===== config.mk =====
export PLATFORM = sky130hd
export DESIGN_NAME = dtdps_ctrl
export DESIGN_NICKNAME = d
export VERILOG_FILES = /design/src/rtl/core/dtdps_pkg.sv /design/src/rtl/core/dtdps_ctrl.sv
export SDC_FILE = /design/constraint.sdc
export NUM_CORES = 1
export LEC_CHECK = 0
export BUFFER_PORTS_ARGS = -buffer_cell sky130_fd_sc_hd__buf_2
export CORE_AREA = 2 2 39 41
export CTS_CLUSTER_DIAMETER = 100
export CTS_CLUSTER_SIZE = 14
export DETAILED_ROUTE_END_ITERATION = 8
export DIE_AREA = 0 0 41 43
export PLACE_DENSITY = 0.69
export SLEW_MARGIN = 0
export SYNTH_ARGS = -nofsm -noshare
export SYNTH_HDL_FRONTEND = slang
export SYNTH_SLANG_ARGS = --single-unit

===== constraint.sdc =====
create_clock -name clock -period 1.5 [get_ports clock]
set_clock_uncertainty 0.15 [all_clocks]
set_input_delay 0.3 -clock clock [delete_from_list [all_inputs] [get_ports clock]]
set_output_delay 0.3 -clock clock [all_outputs]
set_load 0.05 [all_outputs]

===== src/rtl/core/dtdps_pkg.sv =====
// Shared types and constants for the two-tap delay-line pitch shifter.
`default_nettype none

package dtdps_pkg;

   localparam int SAMPLE_W    = 16;
   localparam int PHASE_W     = 24;
   localparam int LEN_REG_W   = 12;
   localparam int CSR_INDEX_W = 2;
   localparam int CSR_DATA_W  = 24;

   localparam logic [LEN_REG_W-1:0] LEN_RESET = 12'd1323;
   localparam logic [LEN_REG_W-1:0] LEN_MIN   = 12'd2;

   localparam logic [CSR_INDEX_W-1:0] REG_PHASE_STEP   = 2'd0;
   localparam logic [CSR_INDEX_W-1:0] REG_DELAY_LENGTH = 2'd1;

   typedef enum logic [3:0] {
      CMD_NONE,
      CMD_LOAD,
      CMD_MUL,
      CMD_POS,
      CMD_WRAP,
      CMD_RDA,
      CMD_RDB,
      CMD_INTERP,
      CMD_ENV,
      CMD_ACC,
      CMD_FINAL,
      CMD_CLEAR
   } cmd_op_type;

   typedef struct packed {
      cmd_op_type op;
      logic       tap;
   } dp_cmd_type;

   typedef struct packed {
      logic clear_done;
      logic last;
   } dp_status_type;

endpackage

`default_nettype wire


===== src/rtl/core/dtdps_ctrl.sv =====
// Sequencer that steps the datapath through both taps of each request.
`default_nettype none

module dtdps_ctrl
   import dtdps_pkg::*;
(
   input  wire logic          clock,
   input  wire logic          reset,
   input  wire logic          req_tvalid,
   output logic               req_tready,
   output logic               rsp_tvalid,
   input  wire logic          rsp_tready,
   output dp_cmd_type         cmd,
   input  wire dp_status_type status
);

   typedef enum logic [3:0] {
      ST_CLEAR,
      ST_IDLE,
      ST_MUL,
      ST_POS,
      ST_WRAP1,
      ST_WRAP2,
      ST_RDA,
      ST_RDB,
      ST_INTERP,
      ST_ENV,
      ST_ACC,
      ST_FINAL
   } state_type;

   state_type state_ff;
   logic      ready_ff;
   logic      valid_ff;
   logic      valid_in;
   logic      tap_ff;
   logic      accept;
   logic      final_go;

   assign accept     = req_tvalid && ready_ff;
   assign final_go   = !valid_ff || rsp_tready;
   assign req_tready = ready_ff;
   assign rsp_tvalid = valid_ff;

   // A new result replaces a taken one in the same cycle.
   assign valid_in = ((state_ff == ST_FINAL) && final_go) ? 1'b1 : (valid_ff && !rsp_tready);

   always_comb begin
      cmd.tap = tap_ff;
      unique case (state_ff)
         ST_CLEAR:  cmd.op = CMD_CLEAR;
         ST_IDLE:   cmd.op = accept ? CMD_LOAD : CMD_NONE;
         ST_MUL:    cmd.op = CMD_MUL;
         ST_POS:    cmd.op = CMD_POS;
         ST_WRAP1:  cmd.op = CMD_WRAP;
         ST_WRAP2:  cmd.op = CMD_WRAP;
         ST_RDA:    cmd.op = CMD_RDA;
         ST_RDB:    cmd.op = CMD_RDB;
         ST_INTERP: cmd.op = CMD_INTERP;
         ST_ENV:    cmd.op = CMD_ENV;
         ST_ACC:    cmd.op = CMD_ACC;
         ST_FINAL:  cmd.op = final_go ? CMD_FINAL : CMD_NONE;
         default:   cmd.op = CMD_NONE;
      endcase
   end

   always_ff @(posedge clock) begin
      if (reset) begin
         state_ff <= ST_CLEAR;
         ready_ff <= 1'b0;
         valid_ff <= 1'b0;
         tap_ff   <= 1'b0;
      end else begin
         valid_ff <= valid_in;
         unique case (state_ff)
            ST_CLEAR: begin
               if (status.clear_done) begin
                  state_ff <= ST_IDLE;
                  ready_ff <= 1'b1;
               end
            end
            ST_IDLE: begin
               if (accept) begin
                  state_ff <= ST_MUL;
                  ready_ff <= 1'b0;
                  tap_ff   <= 1'b0;
               end
            end
            ST_MUL:    state_ff <= ST_POS;
            ST_POS:    state_ff <= ST_WRAP1;
            ST_WRAP1:  state_ff <= ST_WRAP2;
            ST_WRAP2:  state_ff <= ST_RDA;
            ST_RDA:    state_ff <= ST_RDB;
            ST_RDB:    state_ff <= ST_INTERP;
            ST_INTERP: state_ff <= ST_ENV;
            ST_ENV:    state_ff <= ST_ACC;
            ST_ACC: begin
               if (tap_ff) begin
                  state_ff <= ST_FINAL;
               end else begin
                  tap_ff   <= 1'b1;
                  state_ff <= ST_MUL;
               end
            end
            ST_FINAL: begin
               if (final_go) begin
                  if (status.last) begin
                     state_ff <= ST_CLEAR;
                  end else begin
                     state_ff <= ST_IDLE;
                     ready_ff <= 1'b1;
                  end
               end
            end
            default: state_ff <= ST_CLEAR;
         endcase
      end
   end

endmodule

`default_nettype wire


Word-level counts from Yosys, hierarchy flattened
Cells that the tools add are included.
- bits in registers: 7
- bits in latches: 0
- RAM bits: 0
- memory bits (read-only): 0
- output and inout port bits: 7
- logic and storage cells: 48
- memories: 0
- add/sub/neg operators: 0
- $mul: 0
- div/mod/pow operators: 0
- $lt $le $gt $ge: 0
- equal/unequal tests: 15
- shift-type cells: 0
- mux-type cells: 16
- bitwise logic cells: 0
- reduce and logical (&&, ||, !) cells: 13
- operators with widths (cell ; number):
    case mux 4 bit (12 select lines) ; 1
    case mux 4 bit (11 select lines) ; 1
    2-to-1 mux 4 bit ; 5
    == test 4 x 3 -> 1 bit, second input constant ; 4
    == test 4 bit, second input constant ; 4
    == test 4 x 2 -> 1 bit, second input constant ; 2
    != test 2 bit, second input constant ; 4
    2-to-1 mux 1 bit ; 7
    AND reduction 5 bit ; 1
    == test 4 x 1 -> 1 bit, second input constant ; 1
    zero test 4 bit ; 1
    logical AND 1 bit ; 3
    case mux 1 bit (3 select lines) ; 1
    AND reduction 3 bit ; 1
    nonzero test 3 bit ; 1
    zero test 1 bit ; 2
    case mux 1 bit (2 select lines) ; 1
    AND reduction 2 bit ; 1
    nonzero test 2 bit ; 1
    OR reduction 2 bit ; 1
    logical OR 1 bit ; 1

Logic depth before layout (Yosys ltp)
- depth in word-level cells: 4
- depth in mapped cells: 5
- gate-level depth less buffers: 4

Worst setup path after synthesis
No wires, ideal clock.
- path kind: reg-to-output
- start point: register state_ff[0]
- end point: output port cmd[4] in the netlist's numbering
- data arrival time: 1.962 ns
- data required time: 1.050 ns
- slack: -0.912 ns
- stages on the path, launching flop included: 5
- path buffers: 1
- cell sequence: dfxtp_1 -> buf_2 -> nor2_1 -> o22ai_1 -> a211oi_1
- RTL lines (what ; RTL line ; source):
    from (decl) ; dtdps_ctrl.sv:32 ; state_type state_ff;
    from (signal assigned) ; dtdps_ctrl.sv:69 ; state_ff <= ST_CLEAR;
    from (signal assigned) ; dtdps_ctrl.sv:78 ; state_ff <= ST_IDLE;
    from (signal assigned) ; dtdps_ctrl.sv:84 ; state_ff <= ST_MUL;
    to (decl) ; dtdps_ctrl.sv:13 ; output dp_cmd_type cmd,

==> impl_metrics.csv <==
group,metric,value,unit
outcome,outcome,"complete, but fails checks",
outcome,failed_checks,"negative setup slack",
drt,vias_per_cell,5.28,
clocking,clock_sinks,7,
sta,fin_tns_setup,-1130,ps
synth,ys_types,29,
power_and_ir_drop,p_leak,0.453,nW
sta,hold_viol_final,0,
floorplan,core,1380,um2
synth,yosys.area.top_type,"dfxtp_1",
grt,grt_pass1_wl,2600,um
floorplan,rows,14,
synth,synth_area_per_cell,7.99,um2
sta,relSlewSlack,0.814,
finish,drive_gt1_frac,0.695,
power_and_ir_drop,p_per_area,1020,nW/um2
sta,worst_slack,-318,ps
sta,drv_slew,0,
worst_setup_path,worstSetupPathType,"flip-flop to output port",
grt,antenna_found_initial,0,
clocking,cts-hold-fix-buffers,0,
placed_design,gp_congestion,0.803,
grt,globalRouteOverflowTotal,0,
sta,rsz0062_at_grt,"yes",
finish,fillers,111,
finish,area_growth,104,%
floorplan,initial_core_util,0.358,
clocking,clockRootBuffer,"clkbuf_4",
power_and_ir_drop,fin_total_pwr,1.03,mW
placed_design,portBuffers,12,
synth,synth_area,495,um2
floorplan,die_h,43,um
sta,max_slew.worst_pin.slew,278,ps
synth,syn_nets,68,
synth,ys_top_cells_by_area,"dfxtp_1 (28%), a21oi_1 (10%), nand2b_1 (6.3%), nor2_1 (6.1%), nand4b_4 (4.8%)",
clocking,clk_latency,250,ps
worst_setup_path,worstPathArrival,1370,ps
sta,min_period_over_period,1.21,
run,cap_violations,0,
drt,first_pass_iters,4,
worst_setup_path,end_kind,"output port",
sta,timing.fmax,550,MHz
floorplan,num_io_pins,13,
floorplan,die_w,41,um
power_and_ir_drop,netSwitchingFraction,0.416,
clocking,path_clk_slew,60,ps
clocking,h-tree-depth,1,
drt,wl_per_cell,14.2,um
power_and_ir_drop,clockPowerShare,0.176,
drt,routed_wl,1710,um
min_path,hold_path_class,"primary input to flip-flop",
placed_design,dp_slack,-164,ps
worst_setup_path,cp_data_required_time,1050,ps
clocking,cts_buffers,3,
clocking,clockBufferDepth,2,
power_and_ir_drop,power.share.sequential,0.233,
floorplan,die_area,1760,um2
finish,diodes,0,
finish,finish.net_count,112,
finish,regArea,158,um2
synth,seq_area_frac_synth,0.283,
power_and_ir_drop,power_frac_comb,0.591,
grt,grt_pass1_vias,614,
grt,grt_max_degree,8,
clocking,cts_tree,"done",
power_and_ir_drop,netSwitchingPower,428,uW
drt,vias,639,
worst_setup_path,cp-start-kind,"flip-flop",
drt,first_iter_violations,10,
sta,setup_viol,6,
sta,whs,144,ps
placed_design,hpwl,1120,um
grt,grt_use_total,0.218,
worst_setup_path,worstPathMaxFanout,6,
power_and_ir_drop,internal_power,601,uW
synth,synth-seq-cells,7,
power_and_ir_drop,vdd_drop_max,0.637,mV
drt,ant_nets,0,
synth,yosys_warnings,0,
drt,remaining_drc_errors,0,
sta,min_period,1820,ps
finish,multi_input_area,444,um2
synth,syn_inst,62,
synth,yosys.area.top_type_share,0.283,
## stage by stage
step / instances / cell area (um2) / util
floorplan: 62 / 614 / -
global placement: 107 / 803 / 0.580
detailed placement: 107 / 803 / 0.580
CTS: 120 / 955 / 0.690
global route: 121 / 1010 / 0.731
finish: 121 / 1010 / 0.731
## placed cells by master (no fill, tap or decap), types with 2 or more instances in the layout
cell	synthesis	layout
a21oi_2	0	3
inv_1	3	3
buf_4	1	25
dfxtp_4	0	4
a21oi_1	10	7
o21ai_1	1	2
clkbuf_4	0	3
dfxtp_2	0	2
buf_6	1	11
nor2_4	0	2
buf_2	3	8
nand2b_4	0	2
nor2_2	0	2
nand2_1	2	2
nand2b_1	5	3
nor2_1	8	4
## power by group through the flow
stage	sequential (mW)	clock (mW)	combinational, mW
after floorplan	0.252	0	0.355
final	0.240	0.181	0.607
after global placement	0.236	0	0.492
after CTS	0.235	0.181	0.584
after global routing	0.242	0.192	0.644
after detailed placement	0.238	0	0.499
## what timing repair did
action                     in CTS  in global routing
setup buffers                   9                  3
gates resized for setup        18                 13
pin swaps                       6                  8
setup endpoints to repair       7                  8
## sequential cells by signal (all words and copies together) (netlist names)
name,cells
state_ff,4
req_tready,1
rsp_tvalid,1
tap_ff,1
## cells in the mapped netlist
cell       number
nor4b_2         1
buf_6           1
dfxtp_1         7
a21oi_1        10
nand4b_4        1
nor2_1          8
o21ai_1         1
nor3_1          1
o211a_1         1
nand3_1         1
nand4b_1        1
o31ai_1         1
buf_2           3
o21ai_0         2
inv_1           3
o31a_1          1
buf_4           1
a2bb2oi_1       1
xnor2_1         1
a211oi_1        1
nand2b_1        5
mux2i_1         1
a2111oi_2       1
o22ai_1         2
or2_0           1
nand2_1         2
nor4_1          1
o221ai_1        1
xor2_1          1
## cell families (layout without fill, tap and decap cells)
kind of cell,count (synthesis),count (layout),share of synthesized area
AOI/OAI and AO/OA,22,22,0.290
DFF,7,7,0.283
xor gates and xnor gates,2,2,0.0354
and+or+nand+nor,22,22,0.280
muxes,1,1,0.0202
buffers and inverters,8,51,0.0909
## cell type report
type / instances / share of cell area
well taps: 16 / 0.0198
repair buffers: 44 / 0.348
inverters: 3 / 0.0111
flip-flops and latches: 7 / 0.156
multi-input cells: 47 / 0.439
clock buffers: 4 / 0.0260
## final timing paths
check                                  from     endpoint  slack, ps  cells past startpoint
worst max-delay path            state_ff[3]       cmd[1]       -320                      4
worst min-delay path                  reset  state_ff[3]        140                      2
worst max register to register  state_ff[2]  state_ff[0]        -30                      7
worst min register to register   req_tready   req_tready        390                      1
## metal layers
layer	GRT usage	share of wire	routed length [um]	vias to the layer above
met3	0.0524	0.048	83	2
met4	0.0667	0.0082	14	0
li1	-	-	-	313
met2	0.341	0.53	901	19
met1	0.284	0.42	714	305
met5	0	0	0	-
## critical path, stage by stage, from the launching register on
cell,delay [ps]
dfxtp_4,370
nor4b_4,320
nand3_2,160
o221ai_4,90
buf_6,180
No activity file was read; power rests on OpenSTA's default activity.
